`config.mk`:
```
export PLATFORM = sky130hd
export DESIGN_NAME = depth_gated_box_extent_top_flat
export DESIGN_NICKNAME = d
export VERILOG_FILES = /design/src/dgbe_pkg.sv /design/src/dgbe_if.sv /design/src/dgbe_csr.sv /design/src/dgbe_extent.sv /design/src/depth_gated_box_extent_top.sv /design/src/flat_wrapper.sv
export SDC_FILE = /design/constraint.sdc
export NUM_CORES = 1
export LEC_CHECK = 0
export ABC_CLOCK_PERIOD_IN_PS = 8700
export BUFFER_PORTS_ARGS = -buffer_cell sky130_fd_sc_hd__buf_2
export CAP_MARGIN = 30
export CORE_MARGIN = 5
export CORE_UTILIZATION = 50
export DETAILED_ROUTE_END_ITERATION = 12
export PLACE_DENSITY = 0.69
export REMOVE_ABC_BUFFERS = 1
export SYNTH_ARGS = -nofsm -noshare
export SYNTH_HDL_FRONTEND = slang
export SYNTH_SLANG_ARGS = --single-unit
```
`constraint.sdc`:
```
create_clock -name clock -period 8.7 [get_ports clock]
set_clock_uncertainty 0.15 [all_clocks]
set_input_delay 0.87 -clock clock [delete_from_list [all_inputs] [get_ports clock]]
set_output_delay 0.87 -clock clock [all_outputs]
set_load 0.005 [all_outputs]
```
`src/dgbe_pkg.sv`:
```
`timescale 1ns / 1ps

package dgbe_pkg;

   // Field widths fixed by the item formats
   localparam int PROB_W      = 16;
   localparam int CLASS_W     = 6;
   localparam int OFFSET_W    = 23;
   localparam int CLASS_SPAN  = 2 ** CLASS_W;
   localparam int CSR_DATA_W  = 64;
   localparam int CSR_INDEX_W = 2;

   // Defaults for the top-level parameters
   localparam int DEF_COORD_WIDTH = 24;
   localparam int DEF_CLASS_COUNT = 64;

   // Register values after reset
   localparam logic [PROB_W-1:0]   RST_MIN_PROB      = 16'd19661;
   localparam logic [OFFSET_W-1:0] RST_MAX_X_OFF     = 23'd1229;
   localparam logic [OFFSET_W-1:0] RST_MAX_DEPTH_OFF = 23'd410;

   // Register indexes on the csr port
   typedef enum logic [CSR_INDEX_W-1:0] {
      REG_MIN_PROB      = 2'd0,
      REG_CLASS_MASK    = 2'd1,
      REG_MAX_X_OFF     = 2'd2,
      REG_MAX_DEPTH_OFF = 2'd3
   } csr_index_type;

   // Item kinds on the request channel
   typedef enum logic {
      OP_HEADER = 1'b0,
      OP_POINT  = 1'b1
   } op_type;

endpackage

```
`src/dgbe_if.sv`:
```
`timescale 1ns / 1ps

interface dgbe_req_if import dgbe_pkg::*; #(
   parameter int COORD_WIDTH = DEF_COORD_WIDTH
);
   logic                          valid;
   logic                          ready;
   logic                          op;
   logic [PROB_W-1:0]             probability;
   logic [CLASS_W-1:0]            class_index;
   logic signed [COORD_WIDTH-1:0] px;
   logic signed [COORD_WIDTH-1:0] py;
   logic signed [COORD_WIDTH-1:0] pz;
   logic                          point_valid;
   logic                          last;

   modport source (
      output valid, op, probability, class_index, px, py, pz, point_valid, last,
      input  ready
   );
   modport sink (
      input  valid, op, probability, class_index, px, py, pz, point_valid, last,
      output ready
   );
endinterface

interface dgbe_rsp_if import dgbe_pkg::*; #(
   parameter int COORD_WIDTH = DEF_COORD_WIDTH
);
   logic                          valid;
   logic                          ready;
   logic [CLASS_W-1:0]            out_class;
   logic [PROB_W-1:0]             out_probability;
   logic signed [COORD_WIDTH-1:0] x_low;
   logic signed [COORD_WIDTH-1:0] x_high;
   logic signed [COORD_WIDTH-1:0] y_low;
   logic signed [COORD_WIDTH-1:0] y_high;
   logic signed [COORD_WIDTH-1:0] z_low;
   logic signed [COORD_WIDTH-1:0] z_high;
   logic                          empty_res;

   modport source (
      output valid, out_class, out_probability, x_low, x_high, y_low, y_high,
             z_low, z_high, empty_res,
      input  ready
   );
   modport sink (
      input  valid, out_class, out_probability, x_low, x_high, y_low, y_high,
             z_low, z_high, empty_res,
      output ready
   );
endinterface

```
`src/dgbe_csr.sv`:
```
`timescale 1ns / 1ps

module dgbe_csr import dgbe_pkg::*; #(
   parameter int CLASS_COUNT = DEF_CLASS_COUNT
) (
   input  logic                   clock,
   input  logic                   reset,
   input  logic                   csr_we,
   input  logic [CSR_INDEX_W-1:0] csr_index,
   input  logic [CSR_DATA_W-1:0]  csr_data,
   output logic [PROB_W-1:0]      min_prob,
   output logic [CLASS_COUNT-1:0] class_mask,
   output logic [OFFSET_W-1:0]    max_x_off,
   output logic [OFFSET_W-1:0]    max_depth_off
);

   logic [PROB_W-1:0]      min_prob_ff,      min_prob_in;
   logic [CLASS_COUNT-1:0] class_mask_ff,    class_mask_in;
   logic [OFFSET_W-1:0]    max_x_off_ff,     max_x_off_in;
   logic [OFFSET_W-1:0]    max_depth_off_ff, max_depth_off_in;

   // Decode the write; bits above a register's width drop
   always_comb begin
      min_prob_in      = min_prob_ff;
      class_mask_in    = class_mask_ff;
      max_x_off_in     = max_x_off_ff;
      max_depth_off_in = max_depth_off_ff;
      if (csr_we) begin
         unique case (csr_index_type'(csr_index))
            REG_MIN_PROB:      min_prob_in      = csr_data[PROB_W-1:0];
            REG_CLASS_MASK:    class_mask_in    = csr_data[CLASS_COUNT-1:0];
            REG_MAX_X_OFF:     max_x_off_in     = csr_data[OFFSET_W-1:0];
            REG_MAX_DEPTH_OFF: max_depth_off_in = csr_data[OFFSET_W-1:0];
         endcase
      end
   end

   always_ff @(posedge clock) begin
      if (reset) begin
         min_prob_ff      <= RST_MIN_PROB;
         class_mask_ff    <= '0;
         max_x_off_ff     <= RST_MAX_X_OFF;
         max_depth_off_ff <= RST_MAX_DEPTH_OFF;
      end else begin
         min_prob_ff      <= min_prob_in;
         class_mask_ff    <= class_mask_in;
         max_x_off_ff     <= max_x_off_in;
         max_depth_off_ff <= max_depth_off_in;
      end
   end

   assign min_prob      = min_prob_ff;
   assign class_mask    = class_mask_ff;
   assign max_x_off     = max_x_off_ff;
   assign max_depth_off = max_depth_off_ff;

endmodule

```
`src/dgbe_extent.sv`:
```
`timescale 1ns / 1ps

module dgbe_extent import dgbe_pkg::*; #(
   parameter int CLASS_COUNT = DEF_CLASS_COUNT,
   parameter int COORD_WIDTH = DEF_COORD_WIDTH
) (
   input  logic                          clock,
   input  logic                          reset,
   // settings
   input  logic [PROB_W-1:0]             min_prob,
   input  logic [CLASS_COUNT-1:0]        class_mask,
   input  logic [OFFSET_W-1:0]           max_x_off,
   input  logic [OFFSET_W-1:0]           max_depth_off,
   // item in the input register, consumed when fire is high
   input  logic                          fire,
   input  logic                          item_op,
   input  logic [PROB_W-1:0]             item_prob,
   input  logic [CLASS_W-1:0]            item_class,
   input  logic signed [COORD_WIDTH-1:0] item_px,
   input  logic signed [COORD_WIDTH-1:0] item_py,
   input  logic signed [COORD_WIDTH-1:0] item_pz,
   input  logic                          item_valid,
   input  logic                          item_last,
   // result the item closes, if any
   output logic                          emit,
   output logic [CLASS_W-1:0]            res_class,
   output logic [PROB_W-1:0]             res_prob,
   output logic signed [COORD_WIDTH-1:0] res_x_low,
   output logic signed [COORD_WIDTH-1:0] res_x_high,
   output logic signed [COORD_WIDTH-1:0] res_y_low,
   output logic signed [COORD_WIDTH-1:0] res_y_high,
   output logic signed [COORD_WIDTH-1:0] res_z_low,
   output logic signed [COORD_WIDTH-1:0] res_z_high,
   output logic                          res_empty
);

   localparam int DIFF_W = (COORD_WIDTH + 1 > OFFSET_W) ? COORD_WIDTH + 1 : OFFSET_W;
   localparam logic signed [COORD_WIDTH-1:0] COORD_MAX =
      $signed({1'b0, {(COORD_WIDTH-1){1'b1}}});
   localparam logic signed [COORD_WIDTH-1:0] COORD_MIN =
      $signed({1'b1, {(COORD_WIDTH-1){1'b0}}});

   logic                          box_accepted_ff, box_accepted_in;
   logic                          any_kept_ff,     any_kept_in;
   logic signed [COORD_WIDTH-1:0] centre_x_ff,     centre_x_in;
   logic signed [COORD_WIDTH-1:0] centre_z_ff,     centre_z_in;
   logic [CLASS_W-1:0]            held_class_ff,   held_class_in;
   logic [PROB_W-1:0]             held_prob_ff,    held_prob_in;
   logic signed [COORD_WIDTH-1:0] x_low_ff,  x_low_in,  x_low_nx;
   logic signed [COORD_WIDTH-1:0] x_high_ff, x_high_in, x_high_nx;
   logic signed [COORD_WIDTH-1:0] y_low_ff,  y_low_in,  y_low_nx;
   logic signed [COORD_WIDTH-1:0] y_high_ff, y_high_in, y_high_nx;
   logic signed [COORD_WIDTH-1:0] z_low_ff,  z_low_in,  z_low_nx;
   logic signed [COORD_WIDTH-1:0] z_high_ff, z_high_in, z_high_nx;

   logic [CLASS_SPAN-1:0]    mask_ext;
   logic                     is_header;
   logic                     header_ok;
   logic signed [DIFF_W-1:0] dx, dz;
   logic [DIFF_W-1:0]        adx, adz;
   logic                     keep;
   logic                     any_now;

   // Judge the header: probability, class of interest, centre valid
   assign mask_ext  = CLASS_SPAN'(class_mask);
   assign is_header = (item_op == OP_HEADER);
   assign header_ok = (item_prob >= min_prob) && mask_ext[item_class] && item_valid;

   // Gate the point on its distance from the centre
   assign dx   = DIFF_W'(item_px) - DIFF_W'(centre_x_ff);
   assign dz   = DIFF_W'(item_pz) - DIFF_W'(centre_z_ff);
   assign adx  = dx[DIFF_W-1] ? DIFF_W'(-dx) : DIFF_W'(dx);
   assign adz  = dz[DIFF_W-1] ? DIFF_W'(-dz) : DIFF_W'(dz);
   assign keep = !is_header && box_accepted_ff && item_valid &&
                 (adz <= DIFF_W'(max_depth_off)) && (adx <= DIFF_W'(max_x_off));

   // Extents with this point folded in
   always_comb begin
      x_low_nx  = x_low_ff;
      x_high_nx = x_high_ff;
      y_low_nx  = y_low_ff;
      y_high_nx = y_high_ff;
      z_low_nx  = z_low_ff;
      z_high_nx = z_high_ff;
      if (keep) begin
         if (item_px < x_low_ff)  x_low_nx  = item_px;
         if (item_px > x_high_ff) x_high_nx = item_px;
         if (item_py < y_low_ff)  y_low_nx  = item_py;
         if (item_py > y_high_ff) y_high_nx = item_py;
         if (item_pz < z_low_ff)  z_low_nx  = item_pz;
         if (item_pz > z_high_ff) z_high_nx = item_pz;
      end
   end

   assign any_now = any_kept_ff || keep;
   assign emit    = !is_header && box_accepted_ff && item_last;

   // Result fields; an empty box reports zero extents
   assign res_class  = held_class_ff;
   assign res_prob   = held_prob_ff;
   assign res_empty  = !any_now;
   assign res_x_low  = any_now ? x_low_nx  : '0;
   assign res_x_high = any_now ? x_high_nx : '0;
   assign res_y_low  = any_now ? y_low_nx  : '0;
   assign res_y_high = any_now ? y_high_nx : '0;
   assign res_z_low  = any_now ? z_low_nx  : '0;
   assign res_z_high = any_now ? z_high_nx : '0;

   // Advance the box state when the item is consumed
   always_comb begin
      box_accepted_in = box_accepted_ff;
      any_kept_in     = any_kept_ff;
      centre_x_in     = centre_x_ff;
      centre_z_in     = centre_z_ff;
      held_class_in   = held_class_ff;
      held_prob_in    = held_prob_ff;
      x_low_in        = x_low_ff;
      x_high_in       = x_high_ff;
      y_low_in        = y_low_ff;
      y_high_in       = y_high_ff;
      z_low_in        = z_low_ff;
      z_high_in       = z_high_ff;
      if (fire) begin
         if (is_header || emit) begin
            // open a new box or close the current one: clear extents
            box_accepted_in = is_header && header_ok;
            any_kept_in     = 1'b0;
            x_low_in        = COORD_MAX;
            x_high_in       = COORD_MIN;
            y_low_in        = COORD_MAX;
            y_high_in       = COORD_MIN;
            z_low_in        = COORD_MAX;
            z_high_in       = COORD_MIN;
            if (is_header && header_ok) begin
               centre_x_in   = item_px;
               centre_z_in   = item_pz;
               held_class_in = item_class;
               held_prob_in  = item_prob;
            end
         end else begin
            any_kept_in = any_now;
            x_low_in    = x_low_nx;
            x_high_in   = x_high_nx;
            y_low_in    = y_low_nx;
            y_high_in   = y_high_nx;
            z_low_in    = z_low_nx;
            z_high_in   = z_high_nx;
         end
      end
   end

   always_ff @(posedge clock) begin
      if (reset) begin
         box_accepted_ff <= 1'b0;
         any_kept_ff     <= 1'b0;
      end else begin
         box_accepted_ff <= box_accepted_in;
         any_kept_ff     <= any_kept_in;
      end
   end

   // Payload state; an accepted header loads it before it is read
   always_ff @(posedge clock) begin
      centre_x_ff   <= centre_x_in;
      centre_z_ff   <= centre_z_in;
      held_class_ff <= held_class_in;
      held_prob_ff  <= held_prob_in;
      x_low_ff      <= x_low_in;
      x_high_ff     <= x_high_in;
      y_low_ff      <= y_low_in;
      y_high_ff     <= y_high_in;
      z_low_ff      <= z_low_in;
      z_high_ff     <= z_high_in;
   end

endmodule

```
`src/depth_gated_box_extent_top.sv`:
```
`timescale 1ns / 1ps

// Channel    Dir   Handshake      Contents
// req_chan   in    valid/ready    header (probability, class, centre) or region point
// rsp_chan   out   valid/ready    class, probability, x/y/z extents, empty flag
// csr_*      in    write enable   min probability, class mask, x and depth offsets
//
// One item per cycle unless a closing point stalls: the input register feeds
// the gate and min/max update, which lands in the extent registers, and for a
// closing point in the result register that drives rsp_chan.valid.
// Reset is synchronous; it loads the register defaults and closes any open box.
// req_chan.ready falls only while a closing point waits on a full, unread
// result register.

module depth_gated_box_extent_top import dgbe_pkg::*; #(
   parameter int CLASS_COUNT = DEF_CLASS_COUNT,
   parameter int COORD_WIDTH = DEF_COORD_WIDTH
) (
   input  logic                   clock,
   input  logic                   reset,
   dgbe_req_if.sink               req_chan,
   dgbe_rsp_if.source             rsp_chan,
   input  logic                   csr_we,
   input  logic [CSR_INDEX_W-1:0] csr_index,
   input  logic [CSR_DATA_W-1:0]  csr_data
);

   logic [PROB_W-1:0]      min_prob;
   logic [CLASS_COUNT-1:0] class_mask;
   logic [OFFSET_W-1:0]    max_x_off;
   logic [OFFSET_W-1:0]    max_depth_off;

   logic                          in_valid_ff,  in_valid_in;
   logic                          in_op_ff;
   logic [PROB_W-1:0]             in_prob_ff;
   logic [CLASS_W-1:0]            in_class_ff;
   logic signed [COORD_WIDTH-1:0] in_px_ff, in_py_ff, in_pz_ff;
   logic                          in_pvalid_ff;
   logic                          in_last_ff;

   logic                          rsp_valid_ff, rsp_valid_in;
   logic [CLASS_W-1:0]            rsp_class_ff;
   logic [PROB_W-1:0]             rsp_prob_ff;
   logic signed [COORD_WIDTH-1:0] rsp_x_low_ff, rsp_x_high_ff;
   logic signed [COORD_WIDTH-1:0] rsp_y_low_ff, rsp_y_high_ff;
   logic signed [COORD_WIDTH-1:0] rsp_z_low_ff, rsp_z_high_ff;
   logic                          rsp_empty_ff;

   logic                          emit;
   logic [CLASS_W-1:0]            res_class;
   logic [PROB_W-1:0]             res_prob;
   logic signed [COORD_WIDTH-1:0] res_x_low, res_x_high;
   logic signed [COORD_WIDTH-1:0] res_y_low, res_y_high;
   logic signed [COORD_WIDTH-1:0] res_z_low, res_z_high;
   logic                          res_empty;

   logic out_free;
   logic fire;
   logic take;

   dgbe_csr #(
      .CLASS_COUNT (CLASS_COUNT)
   ) u_csr (
      .clock         (clock),
      .reset         (reset),
      .csr_we        (csr_we),
      .csr_index     (csr_index),
      .csr_data      (csr_data),
      .min_prob      (min_prob),
      .class_mask    (class_mask),
      .max_x_off     (max_x_off),
      .max_depth_off (max_depth_off)
   );

   dgbe_extent #(
      .CLASS_COUNT (CLASS_COUNT),
      .COORD_WIDTH (COORD_WIDTH)
   ) u_extent (
      .clock         (clock),
      .reset         (reset),
      .min_prob      (min_prob),
      .class_mask    (class_mask),
      .max_x_off     (max_x_off),
      .max_depth_off (max_depth_off),
      .fire          (fire),
      .item_op       (in_op_ff),
      .item_prob     (in_prob_ff),
      .item_class    (in_class_ff),
      .item_px       (in_px_ff),
      .item_py       (in_py_ff),
      .item_pz       (in_pz_ff),
      .item_valid    (in_pvalid_ff),
      .item_last     (in_last_ff),
      .emit          (emit),
      .res_class     (res_class),
      .res_prob      (res_prob),
      .res_x_low     (res_x_low),
      .res_x_high    (res_x_high),
      .res_y_low     (res_y_low),
      .res_y_high    (res_y_high),
      .res_z_low     (res_z_low),
      .res_z_high    (res_z_high),
      .res_empty     (res_empty)
   );

   // Consume the held item unless its result has nowhere to go
   assign out_free       = !rsp_valid_ff || rsp_chan.ready;
   assign fire           = in_valid_ff && (!emit || out_free);
   assign req_chan.ready = !in_valid_ff || fire;
   assign take           = req_chan.valid && req_chan.ready;

   assign in_valid_in = take ? 1'b1 : (fire ? 1'b0 : in_valid_ff);

   always_comb begin
      rsp_valid_in = rsp_valid_ff;
      if (fire && emit) begin
         rsp_valid_in = 1'b1;
      end else if (rsp_chan.ready) begin
         rsp_valid_in = 1'b0;
      end
   end

   always_ff @(posedge clock) begin
      if (reset) begin
         in_valid_ff  <= 1'b0;
         rsp_valid_ff <= 1'b0;
      end else begin
         in_valid_ff  <= in_valid_in;
         rsp_valid_ff <= rsp_valid_in;
      end
   end

   // Capture the incoming item
   always_ff @(posedge clock) begin
      if (take) begin
         in_op_ff     <= req_chan.op;
         in_prob_ff   <= req_chan.probability;
         in_class_ff  <= req_chan.class_index;
         in_px_ff     <= req_chan.px;
         in_py_ff     <= req_chan.py;
         in_pz_ff     <= req_chan.pz;
         in_pvalid_ff <= req_chan.point_valid;
         in_last_ff   <= req_chan.last;
      end
   end

   // Load the result register when a box closes
   always_ff @(posedge clock) begin
      if (fire && emit) begin
         rsp_class_ff  <= res_class;
         rsp_prob_ff   <= res_prob;
         rsp_x_low_ff  <= res_x_low;
         rsp_x_high_ff <= res_x_high;
         rsp_y_low_ff  <= res_y_low;
         rsp_y_high_ff <= res_y_high;
         rsp_z_low_ff  <= res_z_low;
         rsp_z_high_ff <= res_z_high;
         rsp_empty_ff  <= res_empty;
      end
   end

   assign rsp_chan.valid           = rsp_valid_ff;
   assign rsp_chan.out_class       = rsp_class_ff;
   assign rsp_chan.out_probability = rsp_prob_ff;
   assign rsp_chan.x_low           = rsp_x_low_ff;
   assign rsp_chan.x_high          = rsp_x_high_ff;
   assign rsp_chan.y_low           = rsp_y_low_ff;
   assign rsp_chan.y_high          = rsp_y_high_ff;
   assign rsp_chan.z_low           = rsp_z_low_ff;
   assign rsp_chan.z_high          = rsp_z_high_ff;
   assign rsp_chan.empty_res       = rsp_empty_ff;

`ifndef SYNTHESIS
   // A closing point never overwrites an unread result
   a_no_overwrite: assert property (@(posedge clock) disable iff (reset)
      rsp_valid_ff && !rsp_chan.ready && emit |-> !fire)
      else $error("result register overwritten");

   // A held item that is not consumed stays held
   a_hold_item: assert property (@(posedge clock) disable iff (reset)
      in_valid_ff && !fire |=> in_valid_ff)
      else $error("stalled item lost");

   // An empty box reports zero extents
   a_empty_zero: assert property (@(posedge clock) disable iff (reset)
      rsp_valid_ff && rsp_empty_ff |->
         rsp_x_low_ff == '0 && rsp_x_high_ff == '0 && rsp_y_low_ff == '0 &&
         rsp_y_high_ff == '0 && rsp_z_low_ff == '0 && rsp_z_high_ff == '0)
      else $error("empty result with nonzero extents");

   // A nonempty box has ordered extents
   a_ordered: assert property (@(posedge clock) disable iff (reset)
      rsp_valid_ff && !rsp_empty_ff |->
         rsp_x_low_ff <= rsp_x_high_ff && rsp_y_low_ff <= rsp_y_high_ff &&
         rsp_z_low_ff <= rsp_z_high_ff)
      else $error("extents out of order");

   // A new result appears only after an item was consumed
   a_result_source: assert property (@(posedge clock) disable iff (reset)
      $rose(rsp_valid_ff) |-> $past(fire && emit))
      else $error("result without a closing point");
`endif

endmodule

```
`src/flat_wrapper.sv`:
```
// flat-port wrapper written by rule: the top's interface ports become plain ports
module depth_gated_box_extent_top_flat import dgbe_pkg::*;
#(
   parameter int CLASS_COUNT = DEF_CLASS_COUNT,
   parameter int COORD_WIDTH = DEF_COORD_WIDTH
)
  (clock, reset, csr_we, csr_index, csr_data, req_chan_valid, req_chan_op, req_chan_probability, req_chan_class_index, req_chan_px, req_chan_py, req_chan_pz, req_chan_point_valid, req_chan_last, req_chan_ready, rsp_chan_valid, rsp_chan_out_class, rsp_chan_out_probability, rsp_chan_x_low, rsp_chan_x_high, rsp_chan_y_low, rsp_chan_y_high, rsp_chan_z_low, rsp_chan_z_high, rsp_chan_empty_res, rsp_chan_ready);
  dgbe_req_if #(.COORD_WIDTH(COORD_WIDTH)) req_chan_i ();
  dgbe_rsp_if #(.COORD_WIDTH(COORD_WIDTH)) rsp_chan_i ();
  input  logic clock;
  input  logic reset;
  input  logic csr_we;
  input  logic [CSR_INDEX_W-1:0] csr_index;
  input  logic [CSR_DATA_W-1:0] csr_data;
  input wire logic [$bits(req_chan_i.valid)-1:0] req_chan_valid;
  input wire logic [$bits(req_chan_i.op)-1:0] req_chan_op;
  input wire logic [$bits(req_chan_i.probability)-1:0] req_chan_probability;
  input wire logic [$bits(req_chan_i.class_index)-1:0] req_chan_class_index;
  input wire logic [$bits(req_chan_i.px)-1:0] req_chan_px;
  input wire logic [$bits(req_chan_i.py)-1:0] req_chan_py;
  input wire logic [$bits(req_chan_i.pz)-1:0] req_chan_pz;
  input wire logic [$bits(req_chan_i.point_valid)-1:0] req_chan_point_valid;
  input wire logic [$bits(req_chan_i.last)-1:0] req_chan_last;
  output wire logic [$bits(req_chan_i.ready)-1:0] req_chan_ready;
  output wire logic [$bits(rsp_chan_i.valid)-1:0] rsp_chan_valid;
  output wire logic [$bits(rsp_chan_i.out_class)-1:0] rsp_chan_out_class;
  output wire logic [$bits(rsp_chan_i.out_probability)-1:0] rsp_chan_out_probability;
  output wire logic [$bits(rsp_chan_i.x_low)-1:0] rsp_chan_x_low;
  output wire logic [$bits(rsp_chan_i.x_high)-1:0] rsp_chan_x_high;
  output wire logic [$bits(rsp_chan_i.y_low)-1:0] rsp_chan_y_low;
  output wire logic [$bits(rsp_chan_i.y_high)-1:0] rsp_chan_y_high;
  output wire logic [$bits(rsp_chan_i.z_low)-1:0] rsp_chan_z_low;
  output wire logic [$bits(rsp_chan_i.z_high)-1:0] rsp_chan_z_high;
  output wire logic [$bits(rsp_chan_i.empty_res)-1:0] rsp_chan_empty_res;
  input wire logic [$bits(rsp_chan_i.ready)-1:0] rsp_chan_ready;
  assign req_chan_i.valid = req_chan_valid;
  assign req_chan_i.op = req_chan_op;
  assign req_chan_i.probability = req_chan_probability;
  assign req_chan_i.class_index = req_chan_class_index;
  assign req_chan_i.px = req_chan_px;
  assign req_chan_i.py = req_chan_py;
  assign req_chan_i.pz = req_chan_pz;
  assign req_chan_i.point_valid = req_chan_point_valid;
  assign req_chan_i.last = req_chan_last;
  assign req_chan_ready = req_chan_i.ready;
  assign rsp_chan_valid = rsp_chan_i.valid;
  assign rsp_chan_out_class = rsp_chan_i.out_class;
  assign rsp_chan_out_probability = rsp_chan_i.out_probability;
  assign rsp_chan_x_low = rsp_chan_i.x_low;
  assign rsp_chan_x_high = rsp_chan_i.x_high;
  assign rsp_chan_y_low = rsp_chan_i.y_low;
  assign rsp_chan_y_high = rsp_chan_i.y_high;
  assign rsp_chan_z_low = rsp_chan_i.z_low;
  assign rsp_chan_z_high = rsp_chan_i.z_high;
  assign rsp_chan_empty_res = rsp_chan_i.empty_res;
  assign rsp_chan_i.ready = rsp_chan_ready;
  depth_gated_box_extent_top #(.CLASS_COUNT(CLASS_COUNT), .COORD_WIDTH(COORD_WIDTH)) u_core (.clock(clock), .reset(reset), .req_chan(req_chan_i), .rsp_chan(rsp_chan_i), .csr_we(csr_we), .csr_index(csr_index), .csr_data(csr_data));
endmodule
```
== Yosys cells after proc, flatten, opt, wreduce, memory -nomap -nowiden ==
Cells that the tools add are included.
Operators by class
  add/subtract/negate cells: 4
  $lt $le $gt $ge: 10
  equality and inequality tests: 3
  muxes and demuxes: 21
  bitwise operators: 1
  reduce and logical (&&, ||, !) cells: 29
Operators with widths (number)
  24-bit two-way mux: 12
  24-bit greater-than comparator: 3
  24-bit < comparator: 3
  25-bit by 23-bit less-or-equal comparator with 1-bit output: 2
  25-bit two-way mux: 2
  25-bit negation: 2
  24-bit by 24-bit subtractor with 25-bit output: 2
  16-bit greater-or-equal comparator: 1
  1-bit logical AND: 11
  2-bit AND reduction: 5
  6-bit by 7-bit < comparator with 1-bit output (second input constant): 1
  1-bit binary-select mux with 6-bit select: 1
  1-bit two-way mux: 6
  1-bit logical OR: 5
  2-bit equality test (second input constant): 2
  1-bit zero test: 4
  2-bit nonzero test: 2
  3-bit AND reduction: 1
  2-bit by 1-bit equality test with 1-bit output (second input constant): 1
  2-bit zero test: 1
  1-bit NOT: 1
Storage, ports and cells
  register bits after elaboration: 608
  logic and storage cells: 103

== Logic depth before layout (Yosys ltp) ==
  depth in word-level cells: 8
  gate-level depth with buffers: 30
  mapped depth without buffers: 27

== By module ==
Synthesis repeated with hierarchy kept, for this count alone.
Second synthesis, totals
  cells, all modules: 3435
  area, all modules: 35889.4 sq um
By module, submodules not included
  dgbe_extent: times used 1, cells an instance 2663, area an instance 22633.0 sq um
  depth_gated_box_extent_top: times used 1, cells an instance 276, area an instance 8031.5 sq um
  dgbe_csr: times used 1, cells an instance 496, area an instance 5225.0 sq um

== Worst setup path before layout ==
OpenSTA, ideal clock, no wires.
  path type: input to register
  start: input rsp_chan_ready
  end: register u_core.in_class_ff[0], enable pin
  library setup time: 0.584 ns
  data arrival time: 5.758 ns
  setup slack: 2.207 ns
  cell stages on the path: 3
  cells stage by stage: nand2b_1 > nor2_1 > a21oi_1
On the way
  word-level cells in the longest chain between the ends: 5
Ends and longest elaborated chain
  from (decl): line flat_wrapper.sv:35  | input wire logic [$bits(rsp_chan_i.ready)-1:0] rsp_chan_ready;
  1-bit logical OR: line depth_gated_box_extent_top.sv:107  | assign out_free = !rsp_valid_ff || rsp_chan.ready;
  1-bit logical OR: line depth_gated_box_extent_top.sv:108  | assign fire = in_valid_ff && (!emit || out_free);
  1-bit logical AND: line depth_gated_box_extent_top.sv:108
  1-bit logical OR: line depth_gated_box_extent_top.sv:109  | assign req_chan.ready = !in_valid_ff || fire;
  1-bit logical AND: line depth_gated_box_extent_top.sv:110  | assign take = req_chan.valid && req_chan.ready;
  to (signal assigned): line depth_gated_box_extent_top.sv:138  | in_class_ff <= req_chan.class_index;
  to (decl): line depth_gated_box_extent_top.sv:36  | logic [CLASS_W-1:0] in_class_ff;
No other way between the ends.
A chain may end at the register's enable or synchronous reset.

== Worst setup path in the final report ==
  start: register u_core.in_pz_ff[0]
  end: register u_core.rsp_x_low_ff[8], in the netlist u_core.rsp_chan.x_low[8], data pin
On the way
  word-level cells in the longest chain between the ends: 7
Ends and longest elaborated chain
  from (decl): line depth_gated_box_extent_top.sv:37  | logic signed [COORD_WIDTH-1:0] in_px_ff, in_py_ff, in_pz_ff;
  from (signal assigned): line depth_gated_box_extent_top.sv:141  | in_pz_ff <= req_chan.pz;
  24-bit by 24-bit subtractor with 25-bit output *: line dgbe_extent.sv:71  | assign dz = DIFF_W'(item_pz) - DIFF_W'(centre_z_ff);
  25-bit negation: line dgbe_extent.sv:73  | assign adz = dz[DIFF_W-1] ? DIFF_W'(-dz) : DIFF_W'(dz);
  25-bit two-way mux *: line dgbe_extent.sv:73
  25-bit by 23-bit less-or-equal comparator with 1-bit output *: line dgbe_extent.sv:75  | (adz <= DIFF_W'(max_depth_off)) && (adx <= DIFF_W'(max_x_off));
  1-bit logical AND *: line dgbe_extent.sv:74  | assign keep = !is_header && box_accepted_ff && item_valid &&
  1-bit logical AND *: line dgbe_extent.sv:75
  24-bit two-way mux / 1-bit logical OR (equally long branches): line dgbe_extent.sv:85, dgbe_extent.sv:95
  to (signal assigned): line depth_gated_box_extent_top.sv:152  | rsp_x_low_ff <= res_x_low;
  to (decl): line depth_gated_box_extent_top.sv:44  | logic signed [COORD_WIDTH-1:0] rsp_x_low_ff, rsp_x_high_ff;
Mark *: on every way between the ends. The rest lies on a longest branch, timed or not.

==> out/results.ini <==
[logic_synthesis]
postSynthRegisterBits = 608
yosys_warnings = 0
synth_top_cell_area_share = 0.441
synth_sequential_area_ratio = 0.521
yosys.area.top_type = sky130_fd_sc_hd__edfxtp_1
syn-instance-count = 2972
post_synth_arst_share = 0
number_of_flops_mapped_to_enable_cells_by_yosys = 478
netlist-cell-type-count = 86
yosys-top-cells-area = sky130_fd_sc_hd__edfxtp_1 44%, sky130_fd_sc_hd__ha_1 9.7%, sky130_fd_sc_hd__dfxtp_1 8.0%
syn-cell-area_um2 = 32500
synthFlopType = sky130_fd_sc_hd__edfxtp_1
synth.avg_cell_area_um2 = 10.9

[clocking]
worst_setup_hold_path_clk_slew_ns = 0.06
postCtsHoldBufs = 0
clockBufferDepth = 3
cts_resized = 0
ctsRootBufferMaster = sky130_fd_sc_hd__clkbuf_16
htree_levels = 3
clock_sink_total = 608
tritoncts = built
cts_setup_buffers = 0
numCtsBuffers = 69
insertion_delay_ns = 0.61

[timing]
unrepaired_setup_endpoints_after_global_routing = no
slew_headroom = 0.338
final_min_period_over_clock_period = 0.882
fin_setup_tns_ns = 0
timing.final.setup_violations = 0
hold_viol_final = 0
min_period_ns = 7.68
tightest_slew_ns = 0.994
final-max-slew-violation-count = 0
fin_worst_hold_slack_ns = 0.261
maxClockFrequency_mhz = 130
setup_slack_ns = 1.02

[status]
run_status = complete, no violations

[floorplan]
row_count = 93
die_h_um = 265
die_outline_area_um2 = 70300
io-pin-count = 337
core_region_area_um2 = 64500
floorplan.initialDensity = 0.505
die_w_um = 265

[worst_setup_path]
r2r_start = u_core.in_pz_ff[0]
critical_path.cell_chain = inv_1 > ha_1 > fa_1 > nand2b_1 > a211o_1 > a211oi_4 > o2111ai_1 > a2111oi_0 > nor2_1 > a21oi_1 > buf_4 > nor2_1 > xnor2_1 > ha_1 > a21o_1 > a21o_1 > a211oi_1 > o21ai_0 > a211oi_1 > o221ai_1 > a311o_1 > or2_1 > o21ai_4 > a22o_1
critical_setup_path_class = flop to flop
worst-endpoint-required_ns = 9.02
endpoint_kind = flop
crit_family = compound AO/OA/AOI/OAI gates
worstPathBufferInverterCount = 2
critPathLaunchType = flop
arrival_time_of_data_at_the_critical_path_endpoint_ns = 7.99
critical_path.slowest_cell = sky130_fd_sc_hd__o21ai_4
slowest_delay_ns = 0.77
worst_setup_path_startpoint = u_core.in_pz_ff[0]
worst-path-max-fanout = 24

[placed_design]
port-buffer-count = 336
placement.cell_area_um2 = 34800
detailedPlace.worstSlack_ns = 1.06
globalplace.congestion = 0.886
hpwlAfterDp_mm = 60.0

[grt]
via_count_of_the_first_global_routing_pass = 24600
grt_first_pass_wirelength_mm = 136
grt_util_all_layers = 0.239
globalRoute.totalOverflow = 0
antenna_found_initial = 6
grt_max_degree = 83

[cells_and_area]
post_route_standard_cell_area_excluding_fillers_um2 = 37100
ff_latch_area_um2 = 17000
area_growth_pct = 13.9
num-nets-final = 3665
fillers = 5428
final_layout_size_suffix_gt1_frac = 0.162
multi_input_area_um2 = 13800

[route]
post_drt_wl_per_cell_um = 20.9
vias_after_detailed_routing = 24700
vias_per_cell = 5.95
drtPass1Iterations = 6
postRouteWirelength_mm = 87.0
drt.antenna.violating_nets = 0
dr.first_iter.drc_count = 2132
drc = 0

[power]
p_per_area_nw_per_um2 = 192
ir_worst_vdd_uv = 145
cellLeakagePower_nw = 14.7

[hold_path]
worstHoldStart = u_core.u_extent.res_prob[14]
hold_class = flop to flop

[flow_run]
maxCapViolCount = 0

state kept, by name, summed over array words and instances (netlist names), 16 cells and up:
signal / count
u_core.u_extent.centre_z_ff: 24
u_core.u_extent.z_high_ff: 24
u_core.rsp_chan.x_high: 24
u_core.rsp_chan.y_high: 24
u_core.rsp_chan.z_low: 24
u_core.u_extent.y_high_ff: 24
u_core.in_py_ff: 24
u_core.u_csr.max_depth_off: 23
u_core.u_extent.x_low_ff: 24
u_core.rsp_chan.z_high: 24
u_core.u_csr.max_x_off: 23
u_core.in_px_ff: 24
u_core.rsp_chan.out_probability: 16
u_core.rsp_chan.x_low: 24
u_core.u_extent.res_prob: 16
u_core.u_extent.z_low_ff: 24
u_core.u_extent.centre_x_ff: 24
u_core.u_extent.y_low_ff: 24
u_core.in_prob_ff: 16
u_core.in_pz_ff: 24
u_core.u_csr.class_mask: 64
u_core.u_csr.min_prob: 16
u_core.rsp_chan.y_low: 24
u_core.u_extent.x_high_ff: 24
report_power, final:
group | total, mW | internal, mW | switching [mW]
clock network | 2.90 | 1.69 | 1.21
registers | 3.32 | 3.21 | 0.105
logic | 0.891 | 0.358 | 0.533
per-stage QoR:
step           power, mW  cells  utilization
2_1_floorplan       3.95   2810            -
3_3_place_gp        4.22   4022        0.539
3_5_place_dp        4.26   4025        0.540
4_1_cts             7.16   4148        0.575
5_1_grt             7.41   4152        0.575
6_report            7.11   4154        0.575
kinds of logic after synthesis:
group           share of synthesized area
compound gates                      0.180
simple gates                        0.107
flops                               0.521
buf+inv                            0.0562
fa+ha+maj                          0.0985
xor+xnor                           0.0194
mux                                0.0175
layout by cell type, fill, tap and decap left out, types with 19 or more instances in the layout:
cell type                   count
sky130_fd_sc_hd__a21oi_1      229
sky130_fd_sc_hd__edfxtp_1     478
sky130_fd_sc_hd__dfxtp_1      130
sky130_fd_sc_hd__a31oi_1       49
sky130_fd_sc_hd__a22o_1       143
sky130_fd_sc_hd__buf_4         21
sky130_fd_sc_hd__nand2b_1      25
sky130_fd_sc_hd__clkbuf_16     70
sky130_fd_sc_hd__o21ai_0       67
sky130_fd_sc_hd__inv_1        270
sky130_fd_sc_hd__o21ai_1       36
sky130_fd_sc_hd__nand3_1      136
sky130_fd_sc_hd__mux4_2        21
sky130_fd_sc_hd__buf_2        335
sky130_fd_sc_hd__nor2b_1       24
sky130_fd_sc_hd__o31ai_1       74
sky130_fd_sc_hd__nand2_1      306
sky130_fd_sc_hd__xor2_1        29
sky130_fd_sc_hd__nand4_1       43
sky130_fd_sc_hd__o211ai_1      55
sky130_fd_sc_hd__xnor2_1       43
sky130_fd_sc_hd__a21o_1        76
sky130_fd_sc_hd__nor2_1        91
sky130_fd_sc_hd__ha_1         253
sky130_fd_sc_hd__nor3_1        19
sky130_fd_sc_hd__o21a_1        21
synthesized netlist by cell type (5+ instances only):
library cell / instances
sky130_fd_sc_hd__xor2_1: 29
sky130_fd_sc_hd__nand3_1: 136
sky130_fd_sc_hd__a211oi_1: 15
sky130_fd_sc_hd__buf_6: 19
sky130_fd_sc_hd__o21bai_1: 7
sky130_fd_sc_hd__o211ai_1: 55
sky130_fd_sc_hd__nand3b_1: 9
sky130_fd_sc_hd__o21ai_1: 36
sky130_fd_sc_hd__inv_1: 272
sky130_fd_sc_hd__o41ai_1: 5
sky130_fd_sc_hd__o21ai_0: 67
sky130_fd_sc_hd__and3_1: 8
sky130_fd_sc_hd__edfxtp_1: 478
sky130_fd_sc_hd__nand2b_1: 25
sky130_fd_sc_hd__o31ai_1: 74
sky130_fd_sc_hd__nand2_1: 307
sky130_fd_sc_hd__buf_2: 36
sky130_fd_sc_hd__nor3_1: 19
sky130_fd_sc_hd__a21oi_1: 230
sky130_fd_sc_hd__o2111ai_1: 6
sky130_fd_sc_hd__a22o_1: 143
sky130_fd_sc_hd__nor2b_1: 24
sky130_fd_sc_hd__o21a_1: 21
sky130_fd_sc_hd__mux2_2: 5
sky130_fd_sc_hd__dfxtp_1: 130
sky130_fd_sc_hd__mux4_2: 21
sky130_fd_sc_hd__or3_1: 7
sky130_fd_sc_hd__xnor2_1: 43
sky130_fd_sc_hd__nor2_1: 91
sky130_fd_sc_hd__clkbuf_1: 100
sky130_fd_sc_hd__a31oi_1: 49
sky130_fd_sc_hd__nor4_1: 8
sky130_fd_sc_hd__and2_1: 8
sky130_fd_sc_hd__a211o_1: 16
sky130_fd_sc_hd__nand4_1: 43
sky130_fd_sc_hd__or2_2: 9
sky130_fd_sc_hd__a21o_1: 76
sky130_fd_sc_hd__ha_1: 253
per-layer routing:
metal	vias to the layer above	global-route usage	wire length, µm
met5	-	0	19
met4	4	0.0709	2030
met3	137	0.0343	5720
met2	893	0.395	41500
met1	12100	0.331	37800
li1	11600	-	-
final timing paths:
| check | endpoint | depth (start not counted) | slack [ns] |
|---|---|---|---|
| worst max-delay path | u_core.rsp_chan.x_low[8] | 24 | 1.02 |
| worst min-delay path | u_core.rsp_chan.out_probability[14] | 0 | 0.26 |
| worst max register to register | u_core.rsp_chan.x_low[8] | 24 | 1.02 |
| worst min register to register | u_core.rsp_chan.out_probability[14] | 0 | 0.26 |
layout make-up:
cell class	instances	area share
flip-flops and latches	608	0.457
clock buffers	88	0.0496
multi-input cells	1930	0.373
diodes	5	0.000337
clock inverters	35	0.0106
well taps	855	0.0289
inverters	272	0.0278
repair buffers	361	0.0526
Power figures use the tool's default switching activity.
